## config.mk

```make
export PLATFORM = sky130hd
export DESIGN_NAME = ddwm_queue
export DESIGN_NICKNAME = d
export VERILOG_FILES = /design/src/ddwm_pkg.sv /design/src/ddwm_queue.sv
export SDC_FILE = /design/constraint.sdc
export NUM_CORES = 1
export LEC_CHECK = 0
export BUFFER_PORTS_ARGS = -buffer_cell sky130_fd_sc_hd__buf_2
export CORE_MARGIN = 2
export CORE_UTILIZATION = 50
export CTS_CLUSTER_SIZE = 24
export DETAILED_ROUTE_END_ITERATION = 7
export GPL_ROUTABILITY_DRIVEN = 0
export GPL_TIMING_DRIVEN = 0
export HOLD_SLACK_MARGIN = 0.02
export PLACE_DENSITY = 0.75
export SYNTH_ARGS = -nofsm -noshare
export SYNTH_HDL_FRONTEND = slang
export SYNTH_SLANG_ARGS = --single-unit
```

## constraint.sdc

```tcl
create_clock -name clk -period 5.7 [get_ports clk]
set_input_delay 0.855 -clock clk [delete_from_list [all_inputs] [get_ports clk]]
set_output_delay 0.855 -clock clk [all_outputs]
set_load 0.01 [all_outputs]
```

## src/ddwm_pkg.sv

```systemverilog
package ddwm_pkg;

  localparam int SPD_W   = 16;               // linear_speed, turn_rate
  localparam int HTW_W   = 16;
  localparam int RPS_W   = 16;
  localparam int MWS_W   = 14;
  localparam int TRIM_W  = 16;
  localparam int CFG_W   = 16;               // widest register
  localparam int DELTA_W = 32;               // turn * half track
  localparam int TRACK_W = 33;               // track speed, Q.28
  localparam int PROD_W  = 49;               // track speed * rpm_per_speed
  localparam int WHEEL_W = 32;               // wheel speed, 1/64 rpm with 8 fraction bits
  localparam int MAG_W   = 31;               // wheel speed magnitude
  localparam int TPROD_W = 48;               // wheel speed * trim gain
  localparam int QUO_W   = 14;               // scaled magnitude, never above the limit
  localparam int NUM_W   = MAG_W + MWS_W;    // scaling dividend
  localparam int CNT_W   = $clog2(QUO_W);
  localparam int RND_W   = MAG_W + 1 - 8;    // unscaled magnitude after rounding
  localparam int OUT_W   = 15;
  localparam int TDATA_IN_W  = 32;
  localparam int TDATA_OUT_W = 32;

  localparam logic [QUO_W-1:0] OUT_LIMIT = QUO_W'(16000);

  localparam logic [HTW_W-1:0]  HTW_RST  = HTW_W'(8323);
  localparam logic [RPS_W-1:0]  RPS_RST  = RPS_W'(7025);
  localparam logic [MWS_W-1:0]  MWS_RST  = MWS_W'(16000);
  localparam logic [TRIM_W-1:0] TRIM_RST = TRIM_W'(32784);

  typedef logic [1:0] cfg_idx_t;
  localparam cfg_idx_t CFG_HALF_TRACK = 2'd0;
  localparam cfg_idx_t CFG_RPM_SPEED  = 2'd1;
  localparam cfg_idx_t CFG_MAX_WHEEL  = 2'd2;
  localparam cfg_idx_t CFG_RIGHT_TRIM = 2'd3;

  typedef struct packed {
    logic [HTW_W-1:0]  htw;
    logic [RPS_W-1:0]  rps;
    logic [MWS_W-1:0]  mws;
    logic [TRIM_W-1:0] trim;
  } cfg_t;

  typedef struct packed {
    logic signed [WHEEL_W-1:0] wl;
    logic signed [WHEEL_W-1:0] wr;
    logic [MAG_W-1:0]          peak;
    logic                      scale;
  } mix_item_t;

  typedef enum logic [1:0] {
    B_IDLE,
    B_LOAD,
    B_DIV,
    B_DONE
  } back_state_t;

  function automatic logic [MAG_W-1:0] wheel_mag(input logic signed [WHEEL_W-1:0] w);
    logic [WHEEL_W-1:0] n;
    n = -w;
    return w[WHEEL_W-1] ? n[MAG_W-1:0] : w[MAG_W-1:0];
  endfunction

endpackage

```

## src/ddwm_queue.sv

```systemverilog
module ddwm_queue import ddwm_pkg::*; (
  input  logic      clk,
  input  logic      rst_n,
  input  logic      push_valid,
  output logic      push_ready,
  input  mix_item_t push_item,
  output logic      pop_valid,
  input  logic      pop,
  output mix_item_t pop_item
);

  mix_item_t  ent_r [2];
  logic       wptr_r, rptr_r;
  logic [1:0] cnt_r;
  logic       do_push;

  assign push_ready = (cnt_r != 2'd2);
  assign pop_valid  = (cnt_r != 2'd0);
  assign pop_item   = ent_r[rptr_r];
  assign do_push    = push_valid && push_ready;

  always_ff @(posedge clk) begin
    if (!rst_n) begin
      wptr_r <= 1'b0;
      rptr_r <= 1'b0;
      cnt_r  <= 2'd0;
    end else begin
      if (do_push) wptr_r <= !wptr_r;
      if (pop)     rptr_r <= !rptr_r;
      case ({do_push, pop})
        2'b10:   cnt_r <= cnt_r + 2'd1;
        2'b01:   cnt_r <= cnt_r - 2'd1;
        default: cnt_r <= cnt_r;
      endcase
    end
  end

  always_ff @(posedge clk) begin
    if (do_push) ent_r[wptr_r] <= push_item;
  end

endmodule

```

==> results.json <==
{
  "dr.pass1.iters": 5,
  "hold_viol_final": 0,
  "r2r-start": "cnt_r[0]$_SDFFE_PN0P_",
  "cts_sinks": 197,
  "power_switching_mw": 0.7808,
  "gr-total-overflow": 0,
  "endpoint": "pop_item[79]",
  "synth-adder-area-share_pct": 0.1711,
  "insertedDiodeCount": 0,
  "synth.most_common_cell": "edfxtp_1",
  "grt_usage_pct": 16.21,
  "power_density_mw_per_mm2": 382.7,
  "synth-compound-area-share_pct": 0.4107,
  "postCtsSetupBuffers": 0,
  "power_leakage_nw": 3.578,
  "routed_wl_um": 12480,
  "die_w_um": 124.9,
  "rsz0062_at_grt": "no",
  "core_area_mm2": 0.01442,
  "die_h_um": 124.9,
  "area_growth_pct": 26.36,
  "relSlewSlack_pct": 52.70,
  "multi_input_area_mm2": 0.001360,
  "pwr-share-comb_pct": 13.4,
  "grt_max_degree": 50,
  "synth_seq_area_share_pct": 80.23,
  "syn_area_mm2": 0.007311,
  "worst_pin_slew_ns": 0.7095,
  "vias": 3670,
  "clockPowerShare_pct": 36.5,
  "cts_made_buffers": 17,
  "worstSetupEndpointType": "output pin",
  "insertion_delay_ns": 0.42,
  "ys_types": 21,
  "drive_gt1_share_pct": 61.48,
  "r2r-end": "ent_r[1][54]$_DFFE_PP_",
  "synthSimpleGateAreaFrac_pct": 0.7530,
  "worstSetupPathType": "reg2out",
  "synth_warnings": 0,
  "ctsResizeCount": 0,
  "fin_skew_ns": 0.005188,
  "synthMuxAreaShare_pct": 16.84,
  "crit_fanout": 10,
  "fillerInstances": 1064,
  "power.share.sequential_pct": 50.1,
  "route.detailed.drc": 0,
  "port_buffers": 197,
  "internal_power_mw": 2.755,
  "synth_commonest_cells": "192 x edfxtp_1, 56 x mux2_2, 40 x mux2_4, 6 x buf_2",
  "antenna_found_initial": 0,
  "ant_nets": 0,
  "clkTransAtPathRegs_ns": 0.06,
  "drv_slew": 0,
  "dp_hpwl_um": 8334,
  "synth_area_leaders": "edfxtp_1 79%, mux2_2 8.6%, mux2_4 8.2%",
  "synth_seq_cells": 197,
  "wl_per_cell_um": 16.93,
  "max-cap-violations": 0,
  "required_ns": 4.85,
  "setup_viol": 0,
  "ir_drop_mv": 0.2394,
  "status": "finished clean",
  "critPathArrivalTime_ns": 1.76,
  "hold_class": "reg2reg",
  "yosys_most_used_dff": "edfxtp_1",
  "grt_pass1_vias": 3885,
  "cts-root-buf": "clkbuf_16",
  "syn_area_per_cell_um2": 22.70,
  "synth_edf_count": 192,
  "holdWs_ns": 0.5191,
  "min_period_ns": 2.611,
  "yosysTopAreaCell": "edfxtp_1",
  "drt_iter0_drc": 238,
  "vias_per_cell": 4.980,
  "h-tree-depth": 4,
  "clockBufferDepth": 2,
  "seq_area_mm2": 0.005866,
  "cts_tree": "done",
  "finalCritPeriodShare_pct": 45.81,
  "grt_pass1_wl_um": 19340,
  "fmax_mhz": 383.0,
  "fin_nets": 641,
  "regToRegSetupSlack_ns": 3.70,
  "switching_share_pct": 22.08,
  "tns_ns": 0,
  "synth_xor_area_share_pct": 0.3594,
  "synthArstFlopShare_pct": 0,
  "syn-instance-count": 322,
  "rr_worst_depth": 3,
  "io_pins": 198,
  "cp-start-kind": "flip-flop",
  "syn_nets": 423,
  "dieArea_mm2": 0.01561,
  "synth_top_family_by_area": "multiplexers",
  "synth_top_area_share_pct": 78.86,
  "ctsHoldBuffers": 0,
  "initial_core_util_pct": 50.69,
  "rows": 44
}
metrics by stage:
stage	worst slack, ns	std cells	total power, mW	util [%]	cell area [µm²]
6_report	3.089	737	3.536	64.04	9238
5_1_grt	2.983	737	3.672	64.04	9238
4_1_cts	3.038	737	3.572	64.04	9238
3_5_place_dp	3.338	705	2.285	59.55	8589
3_3_place_gp	0.8731	703	2.272	59.12	8527
2_1_floorplan	2.103	322	2.089	-	7311
layout make-up:
class | count | area share [%]
repair buffers | 199 | 11.27
clock buffers | 17 | 4.605
well taps | 184 | 2.492
clock inverters | 15 | 2.411
inverters | 1 | 0.06772
multi-input cells | 113 | 14.72
flip-flops and latches | 197 | 63.50
plain buffers | 11 | 0.9346
metal layers:
layer / wire (µm) / GRT usage, % / vias up / part of all wire (%)
met1: 4846 / 18.87 / 1788 / 39
met4: 144 / 6.078 / 0 / 1.2
met2: 6399 / 27.52 / 156 / 51
met3: 1091 / 6.143 / 13 / 8.7
li1: - / - / 1713 / -
met5: 0 / 0 / - / 0
cell families after synthesis:
kind of cell / count (synthesis)
DFF: 197
buffers and inverters: 12
adders and majority gates: 1
xor gates and xnor gates: 3
and+or+nand+nor: 9
muxes: 96
AOI/OAI and AO/OA: 4
sequential cells by signal (all words and copies together), names as in the netlist, named ones only:
signal,count
cnt_r,2
ent_r,192
rptr_r,1
wptr_r,1
power by group through the flow:
stage / sequential, mW / combinational, mW / clock [mW]
floorplan: 1.80 / 0.286 / 0
global placement: 1.81 / 0.458 / 0
detailed placement: 1.80 / 0.482 / 0
CTS: 1.77 / 0.483 / 1.32
global route: 1.78 / 0.513 / 1.38
finish: 1.77 / 0.473 / 1.29
worst max-delay path, stage by stage, from the launching register on:
cell     delay, ns
dfxtp_1       0.30
buf_2         0.17
buf_6         0.20
buf_6         0.20
mux2_4        0.32
buf_2         0.15
worst min-delay path by stage:
stage / start / endpoint / depth (start not counted)
finish: cnt_r[1]$_SDFFE_PN0P_ / cnt_r[1]$_SDFFE_PN0P_ / 2
global route: cnt_r[1]$_SDFFE_PN0P_ / cnt_r[1]$_SDFFE_PN0P_ / 2
CTS: cnt_r[1]$_SDFFE_PN0P_ / cnt_r[1]$_SDFFE_PN0P_ / 2
detailed placement: cnt_r[1]$_SDFFE_PN0P_ / cnt_r[1]$_SDFFE_PN0P_ / 2
global placement: cnt_r[1]$_SDFFE_PN0P_ / cnt_r[1]$_SDFFE_PN0P_ / 2
floorplan: cnt_r[1]$_SDFFE_PN0P_ / cnt_r[1]$_SDFFE_PN0P_ / 2
cell usage in the layout (no fill, tap or decap), drive strengths merged, types with 2 or more instances in the layout:
cell / count
buf: 210
edfxtp: 192
mux2: 96
clkbuf: 17
inv: 7
dfxtp: 5
bufinv: 5
clkinv: 4
and2: 3
xnor2: 2
a21boi: 2
Power figures use the tool's default switching activity.
