## src/ddwm_pkg.sv

```systemverilog
package ddwm_pkg;

  localparam int SPD_W   = 16;               // linear_speed, turn_rate
  localparam int HTW_W   = 16;
  localparam int RPS_W   = 16;
  localparam int MWS_W   = 14;
  localparam int TRIM_W  = 16;
  localparam int CFG_W   = 16;               // widest register
  localparam int DELTA_W = 32;               // turn * half track
  localparam int TRACK_W = 33;               // track speed, Q.28
  localparam int PROD_W  = 49;               // track speed * rpm_per_speed
  localparam int WHEEL_W = 32;               // wheel speed, 1/64 rpm with 8 fraction bits
  localparam int MAG_W   = 31;               // wheel speed magnitude
  localparam int TPROD_W = 48;               // wheel speed * trim gain
  localparam int QUO_W   = 14;               // scaled magnitude, never above the limit
  localparam int NUM_W   = MAG_W + MWS_W;    // scaling dividend
  localparam int CNT_W   = $clog2(QUO_W);
  localparam int RND_W   = MAG_W + 1 - 8;    // unscaled magnitude after rounding
  localparam int OUT_W   = 15;
  localparam int TDATA_IN_W  = 32;
  localparam int TDATA_OUT_W = 32;

  localparam logic [QUO_W-1:0] OUT_LIMIT = QUO_W'(16000);

  localparam logic [HTW_W-1:0]  HTW_RST  = HTW_W'(8323);
  localparam logic [RPS_W-1:0]  RPS_RST  = RPS_W'(7025);
  localparam logic [MWS_W-1:0]  MWS_RST  = MWS_W'(16000);
  localparam logic [TRIM_W-1:0] TRIM_RST = TRIM_W'(32784);

  typedef logic [1:0] cfg_idx_t;
  localparam cfg_idx_t CFG_HALF_TRACK = 2'd0;
  localparam cfg_idx_t CFG_RPM_SPEED  = 2'd1;
  localparam cfg_idx_t CFG_MAX_WHEEL  = 2'd2;
  localparam cfg_idx_t CFG_RIGHT_TRIM = 2'd3;

  typedef struct packed {
    logic [HTW_W-1:0]  htw;
    logic [RPS_W-1:0]  rps;
    logic [MWS_W-1:0]  mws;
    logic [TRIM_W-1:0] trim;
  } cfg_t;

  typedef struct packed {
    logic signed [WHEEL_W-1:0] wl;
    logic signed [WHEEL_W-1:0] wr;
    logic [MAG_W-1:0]          peak;
    logic                      scale;
  } mix_item_t;

  typedef enum logic [1:0] {
    B_IDLE,
    B_LOAD,
    B_DIV,
    B_DONE
  } back_state_t;

  function automatic logic [MAG_W-1:0] wheel_mag(input logic signed [WHEEL_W-1:0] w);
    logic [WHEEL_W-1:0] n;
    n = -w;
    return w[WHEEL_W-1] ? n[MAG_W-1:0] : w[MAG_W-1:0];
  endfunction

endpackage

```

## src/ddwm_back.sv

```systemverilog
module ddwm_back import ddwm_pkg::*; (
  input  logic                   clk,
  input  logic                   rst_n,
  input  logic [MWS_W-1:0]       mws,
  input  logic                   pop_valid,
  output logic                   pop,
  input  mix_item_t              pop_item,
  output logic                   out_tvalid,
  input  logic                   out_tready,
  output logic [TDATA_OUT_W-1:0] out_tdata,
  output logic                   out_tuser
);

  function automatic logic signed [OUT_W-1:0] sat(input logic neg, input logic [RND_W-1:0] m);
    logic [QUO_W-1:0] c;
    logic [OUT_W-1:0] p;
    c = (m > RND_W'(OUT_LIMIT)) ? OUT_LIMIT : m[QUO_W-1:0];
    p = {1'b0, c};
    return neg ? -p : p;
  endfunction

  back_state_t state_r, state_nxt;
  logic        slot_free, load_direct, load_div, capture;

  logic                    neg_l_r, neg_r_r;
  logic [MAG_W-1:0]        mag_l_r, mag_r_r, peak_r;
  logic [MAG_W-1:0]        rem_l_r, rem_r_r;
  logic [QUO_W-1:0]        lo_l_r, lo_r_r, q_l_r, q_r_r;
  logic [CNT_W-1:0]        cnt_r;
  logic [NUM_W-1:0]        num_l, num_r;
  logic [MAG_W:0]          trial_l, trial_r;
  logic                    ge_l, ge_r;
  logic [MAG_W:0]          sum_l, sum_r;
  logic signed [OUT_W-1:0] rt_r, lt_r;
  logic                    sc_r, ov_r;

  assign slot_free = !ov_r || out_tready;

  // next state
  always_comb begin
    state_nxt = state_r;
    case (state_r)
      B_IDLE: if (pop_valid && pop_item.scale) state_nxt = B_LOAD;
      B_LOAD: state_nxt = B_DIV;
      B_DIV:  if (cnt_r == CNT_W'(QUO_W - 1)) state_nxt = B_DONE;
      B_DONE: if (slot_free) state_nxt = B_IDLE;
      default: state_nxt = B_IDLE;
    endcase
  end

  // outputs
  always_comb begin
    pop         = 1'b0;
    load_direct = 1'b0;
    load_div    = 1'b0;
    capture     = 1'b0;
    case (state_r)
      B_IDLE: begin
        if (pop_valid && pop_item.scale) begin
          pop     = 1'b1;
          capture = 1'b1;
        end else if (pop_valid && slot_free) begin
          pop         = 1'b1;
          load_direct = 1'b1;
        end
      end
      B_DONE:  load_div = slot_free;
      default: ;
    endcase
  end

  always_ff @(posedge clk) begin
    if (!rst_n) state_r <= B_IDLE;
    else        state_r <= state_nxt;
  end

  // dividend: |w| * limit + peak / 2, quotient fits the limit width
  assign num_l = mag_l_r * mws + NUM_W'(peak_r >> 1);
  assign num_r = mag_r_r * mws + NUM_W'(peak_r >> 1);

  assign trial_l = {rem_l_r, lo_l_r[QUO_W-1]};
  assign trial_r = {rem_r_r, lo_r_r[QUO_W-1]};
  assign ge_l    = trial_l >= {1'b0, peak_r};
  assign ge_r    = trial_r >= {1'b0, peak_r};

  // unscaled path: round off the 8 fraction bits
  assign sum_l = {1'b0, wheel_mag(pop_item.wl)} + (MAG_W + 1)'(128);
  assign sum_r = {1'b0, wheel_mag(pop_item.wr)} + (MAG_W + 1)'(128);

  always_ff @(posedge clk) begin
    case (state_r)
      B_IDLE: begin
        if (capture) begin
          neg_l_r <= pop_item.wl[WHEEL_W-1];
          neg_r_r <= pop_item.wr[WHEEL_W-1];
          mag_l_r <= wheel_mag(pop_item.wl);
          mag_r_r <= wheel_mag(pop_item.wr);
          peak_r  <= pop_item.peak;
        end
      end
      B_LOAD: begin
        rem_l_r <= num_l[NUM_W-1:QUO_W];
        rem_r_r <= num_r[NUM_W-1:QUO_W];
        lo_l_r  <= num_l[QUO_W-1:0];
        lo_r_r  <= num_r[QUO_W-1:0];
        cnt_r   <= '0;
      end
      B_DIV: begin
        rem_l_r <= ge_l ? MAG_W'(trial_l - {1'b0, peak_r}) : trial_l[MAG_W-1:0];
        rem_r_r <= ge_r ? MAG_W'(trial_r - {1'b0, peak_r}) : trial_r[MAG_W-1:0];
        lo_l_r  <= {lo_l_r[QUO_W-2:0], 1'b0};
        lo_r_r  <= {lo_r_r[QUO_W-2:0], 1'b0};
        q_l_r   <= {q_l_r[QUO_W-2:0], ge_l};
        q_r_r   <= {q_r_r[QUO_W-2:0], ge_r};
        cnt_r   <= cnt_r + CNT_W'(1);
      end
      default: ;
    endcase
  end

  always_ff @(posedge clk) begin
    if (!rst_n) begin
      ov_r <= 1'b0;
    end else if (load_direct || load_div) begin
      ov_r <= 1'b1;
    end else if (out_tready) begin
      ov_r <= 1'b0;
    end
  end

  // left target leaves negated for mounting
  always_ff @(posedge clk) begin
    if (load_direct) begin
      rt_r <= sat(pop_item.wr[WHEEL_W-1], sum_r[MAG_W:8]);
      lt_r <= sat(!pop_item.wl[WHEEL_W-1], sum_l[MAG_W:8]);
      sc_r <= 1'b0;
    end else if (load_div) begin
      rt_r <= sat(neg_r_r, RND_W'(q_r_r));
      lt_r <= sat(!neg_l_r, RND_W'(q_l_r));
      sc_r <= 1'b1;
    end
  end

  assign out_tvalid = ov_r;
  assign out_tdata  = {{(TDATA_OUT_W - 2*OUT_W){1'b0}}, lt_r, rt_r};
  assign out_tuser  = sc_r;

endmodule

```

## config.mk

```make
export PLATFORM = sky130hd
export DESIGN_NAME = ddwm_back
export DESIGN_NICKNAME = d
export VERILOG_FILES = /design/src/ddwm_pkg.sv /design/src/ddwm_back.sv
export SDC_FILE = /design/constraint.sdc
export NUM_CORES = 2
export LEC_CHECK = 0
export BUFFER_PORTS_ARGS = -buffer_cell sky130_fd_sc_hd__buf_2
export CORE_MARGIN = 10
export CORE_UTILIZATION = 40
export CTS_BUF_LIST = sky130_fd_sc_hd__clkbuf_8
export CTS_CLUSTER_DIAMETER = 80
export DETAILED_ROUTE_END_ITERATION = 12
export SYNTH_ARGS = -nofsm -noshare
export SYNTH_HDL_FRONTEND = slang
export SYNTH_SLANG_ARGS = --single-unit
```

## constraint.sdc

```tcl
create_clock -name clk -period 12.9 [get_ports clk]
set_input_delay 0 -clock clk [delete_from_list [all_inputs] [get_ports clk]]
set_output_delay 0 -clock clk [all_outputs]
set_load 0.02 [all_outputs]
```

==> summary.txt <==
Run status
  • Outcome: finished clean

Clocking
  • Num CTS Buffers: 53
  • Clock H-tree levels: 2
  • Clock slew at reported path FFs: 0.06 ns
  • CTS tree: yes
  • CTS resizes: 0
  • CTS sink count: 251
  • Clk root buf: clkbuf_8
  • Clk_lat worst skew: 0.72 ns
  • Maximum clock path buffer count: 3

STA
  • Clk_skew: 0.0281 ns
  • Rel. slew slack: between 30% and 40%
  • Post-route minimum period: 7.80 ns
  • Setup TNS: 0 ns
  • Minimum hold slack: 0.0886 ns
  • Tcrit/Tclk final: 60.5%
  • # setup viols final: 0
  • Fmax: between 0.1 and 0.15 GHz
  • Worst Max-Slew Pin Slew: slightly above 1 ns
  • Final Hold Viols: 0
  • Slew Viols, Final: 0
  • RSZ-0062 raised after global routing: no

Global route
  • First-pass GRT wire length: 201,000 µm
  • Largest net degree at the start of global routing: 75
  • GRT Total Usage: 19.6%
  • Vias in the first global route: 36,398
  • Overflow after GRT: 0
  • Initial antenna violation count: 6

Logic synthesis
  • Ys async rst share: 0%
  • Dominant synthesized flop cell: edfxtp_1
  • Cells after Synth: 4,925
  • Distinct cells, synth: 111
  • Most area-consuming cells after synthesis: fa_1, edfxtp_1, ha_1, inv_1, and2_1
  • Synth area leader: fa_1
  • Post-synth EDFFs: ~250
  • Synth Cell Area: 45,400 µm²
  • Register bit total from synthesis: ~250
  • Sequential share of the synthesized area: 16.5%
  • Post-synth top area share: 33.2%
  • Syn avg cell area: 9.22 µm²
  • Yosys warnings: 0

Cells and area
  • Layout cell share with drive strength beyond 1: 6.46%
  • Fill count: 10,918
  • Fin area: 49,900 µm²
  • Multi-input gate area: 34,100 µm²
  • Fin util: 44.3%
  • Area growth syn-to-layout: 10.0%
  • Fin nets: 6,229
  • Reg area: roughly 7500 µm²

Setup path
  • CP Max Fanout: 14
  • Crit path max-delay cell type: a2111oi_0
  • R2r endpoint: rem_l_r[29]
  • CP required: 13.35 ns
  • Critical path's largest stage delay: 0.68 ns
  • Reg2Reg Setup Slack: around 5.1 ns
  • CP cell instances: and2_1 > fa_1 > inv_1 > fa_1 > inv_1 > fa_1 > inv_1 > fa_1 > inv_1 > fa_1 > fa_1 > ha_1 > a21o_1 > a221o_1 > a311o_1 > a32o_1 > a32o_1 > a2111oi_0 > o21ai_0 > a31oi_1 > xor2_1 > mux2i_1
  • Worst setup path class: reg -> reg
  • Critical Path Start: mag_l_r[9]
  • Worst R2R Path Depth: 22
  • Critical path launch point type: flip-flop
  • Top cell by count, worst path: fa_1
  • Worst r2r src: mag_l_r[9]
  • CP Capture Type: flip-flop
  • CP endpoint: rem_l_r[29]
  • Worst Path Arrival: about 8.3 ns

Drt
  • DRC viols: 0
  • Via density: 5.28
  • Final WL: 124,000 µm
  • Via Count: between 30,000 and 40,000
  • Routed Antenna Nets: 0
  • DR WL/cell: 18.7 µm
  • DRT iter0 DRCs: ~2,300
  • Detailed Routing Iterations Pass 1: 5

Worst hold path
  • Hold Crit Class: in -> reg

Die
  • Starting Density: 40.3%
  • I/O pins: approximately 150
  • Chip Height: 357 µm
  • Die width: 357 µm
  • Die Footprint: 127,000 µm²
  • Core area: 113,000 µm²
  • Row count: between 100 and 150

Placement
  • HPWL after DPL: 94,900 µm
  • IO buf count: 146
  • Placed inst area: 47,400 µm²
  • Final RePlAce weighted congestion: slightly below 0.9

Job
  • Max Cap Violations: 0
[logic make-up after synthesis]
logic type,Yosys count,synth area share (%)
and+or+nand+nor,1627,17.8
adders and majority gates,1047,41.3
buffers and inverters,1015,8.50
AOI/OAI and AO/OA,720,10.6
DFF,251,16.5
xor gates and xnor gates,232,4.57
muxes,32,0.741
other,1,0.00826
[metal layers]
metal	wire length, µm	track usage [%]	vias up	part of all wire, %
met5	0	0	-	0
li1	-	-	16170	-
met4	4100	6.02	0	3.3
met2	59800	33.3	818	48
met3	6000	2.39	194	4.9
met1	53700	26.0	17766	43
[cells in the final DEF, fill, tap and decap left out, types with 9 or more instances in the layout]
cell type	n
inv_1	781
fa_1	752
nand2_1	668
and2_1	412
ha_1	293
edfxtp_1	247
a21oi_1	190
nor2_1	185
o21ai_0	155
dlygate4sd3_1	153
buf_2	146
xnor2_1	123
xor2_1	104
a21o_1	77
nor3_1	67
nand3_1	57
clkbuf_8	53
nand2b_1	38
a31oi_1	36
o31ai_1	35
buf_4	33
nor4_1	27
o21a_1	27
or3_1	26
nor2b_1	24
nand4_1	23
and3_1	20
mux2i_1	19
a211oi_1	18
o21bai_1	18
or2_2	16
clkinv_1	16
or4_1	14
mux2_2	13
o41ai_1	13
o21ai_1	9
a21boi_0	9
o31a_1	9
[synthesized netlist by cell type (26+ instances only)]
| cell type | instances |
|---|---|
| o21ai_0 | 156 |
| nand2b_1 | 38 |
| ha_1 | 295 |
| inv_1 | 767 |
| nor3_1 | 68 |
| clkbuf_1 | 224 |
| and2_1 | 412 |
| o21a_1 | 27 |
| a21oi_1 | 190 |
| nand2_1 | 668 |
| fa_1 | 752 |
| nor4_1 | 27 |
| a21o_1 | 77 |
| or3_1 | 26 |
| xor2_1 | 104 |
| a31oi_1 | 36 |
| nand3_1 | 57 |
| nor2_1 | 185 |
| xnor2_1 | 123 |
| edfxtp_1 | 247 |
| o31ai_1 | 35 |
[area by class of cell]
class	instances	area share (%)
sequential	251	15.0
clock inverter	44	0.654
multi-input combinational	3660	68.3
antenna	3	0.0150
inverter	770	5.79
timing repair buffer	332	5.03
tap	1500	3.76
clock buffer	53	1.46
[sequential cells by signal (all words and copies together), names as in the netlist]
signal / count
neg_r_r: 1
peak_r: 31
lo_l_r: 14
mag_l_r: 31
mag_r_r: 31
out_tvalid: 1
lt_r: 15
cnt_r: 4
rem_l_r: 31
q_l_r: 14
lo_r_r: 14
out_tuser: 1
rt_r: 15
neg_l_r: 1
state_r: 2
rem_r_r: 31
q_r_r: 14
[critical path: cells and delay by family (launching register included)]
kind	cells	cell delay, ns
AO/OA/AOI/OAI	8	2.83
flip-flops	1	0.66
XOR/XNOR	1	0.16
multiplexers	1	0.08
AND/OR/NAND/NOR	1	0.31
buffers and inverters	4	0.21
adder cells (fa/ha/maj)	7	3.30
[how the worst min path moves through the flow]
stage                            start    endpoint  slack (ns)  depth (start not counted)
after CTS                 pop_item[11]  peak_r[10]        0.03                          2
after global placement     pop_item[2]   peak_r[1]        0.18                          1
after detailed placement  pop_item[19]  peak_r[18]        0.18                          1
after floorplan           pop_item[64]  mag_l_r[0]         0.1                          0
after global routing             rst_n  out_tvalid        0.06                          4
final                     pop_item[64]  mag_l_r[0]        0.09                          2
[per-stage QoR]
| stage | std cells | setup WS [ns] |
|---|---|---|
| 3_3_place_gp | 6360 | 5.03 |
| 4_1_cts | 6610 | 5.11 |
| 2_1_floorplan | 4926 | 5.88 |
| 5_1_grt | 6613 | 4.67 |
| 3_5_place_dp | 6360 | 4.94 |
| 6_report | 6613 | 5.10 |
[what timing repair did]
action,in CTS,in global routing
endpoints found under the setup margin,0,0
hold buffers,153,0
hold endpoints to repair,107,0
buffers inserted,0,0
Power is not shown: default switching activity piles up to over one toggle a cycle in this logic, so the estimate is an artifact.
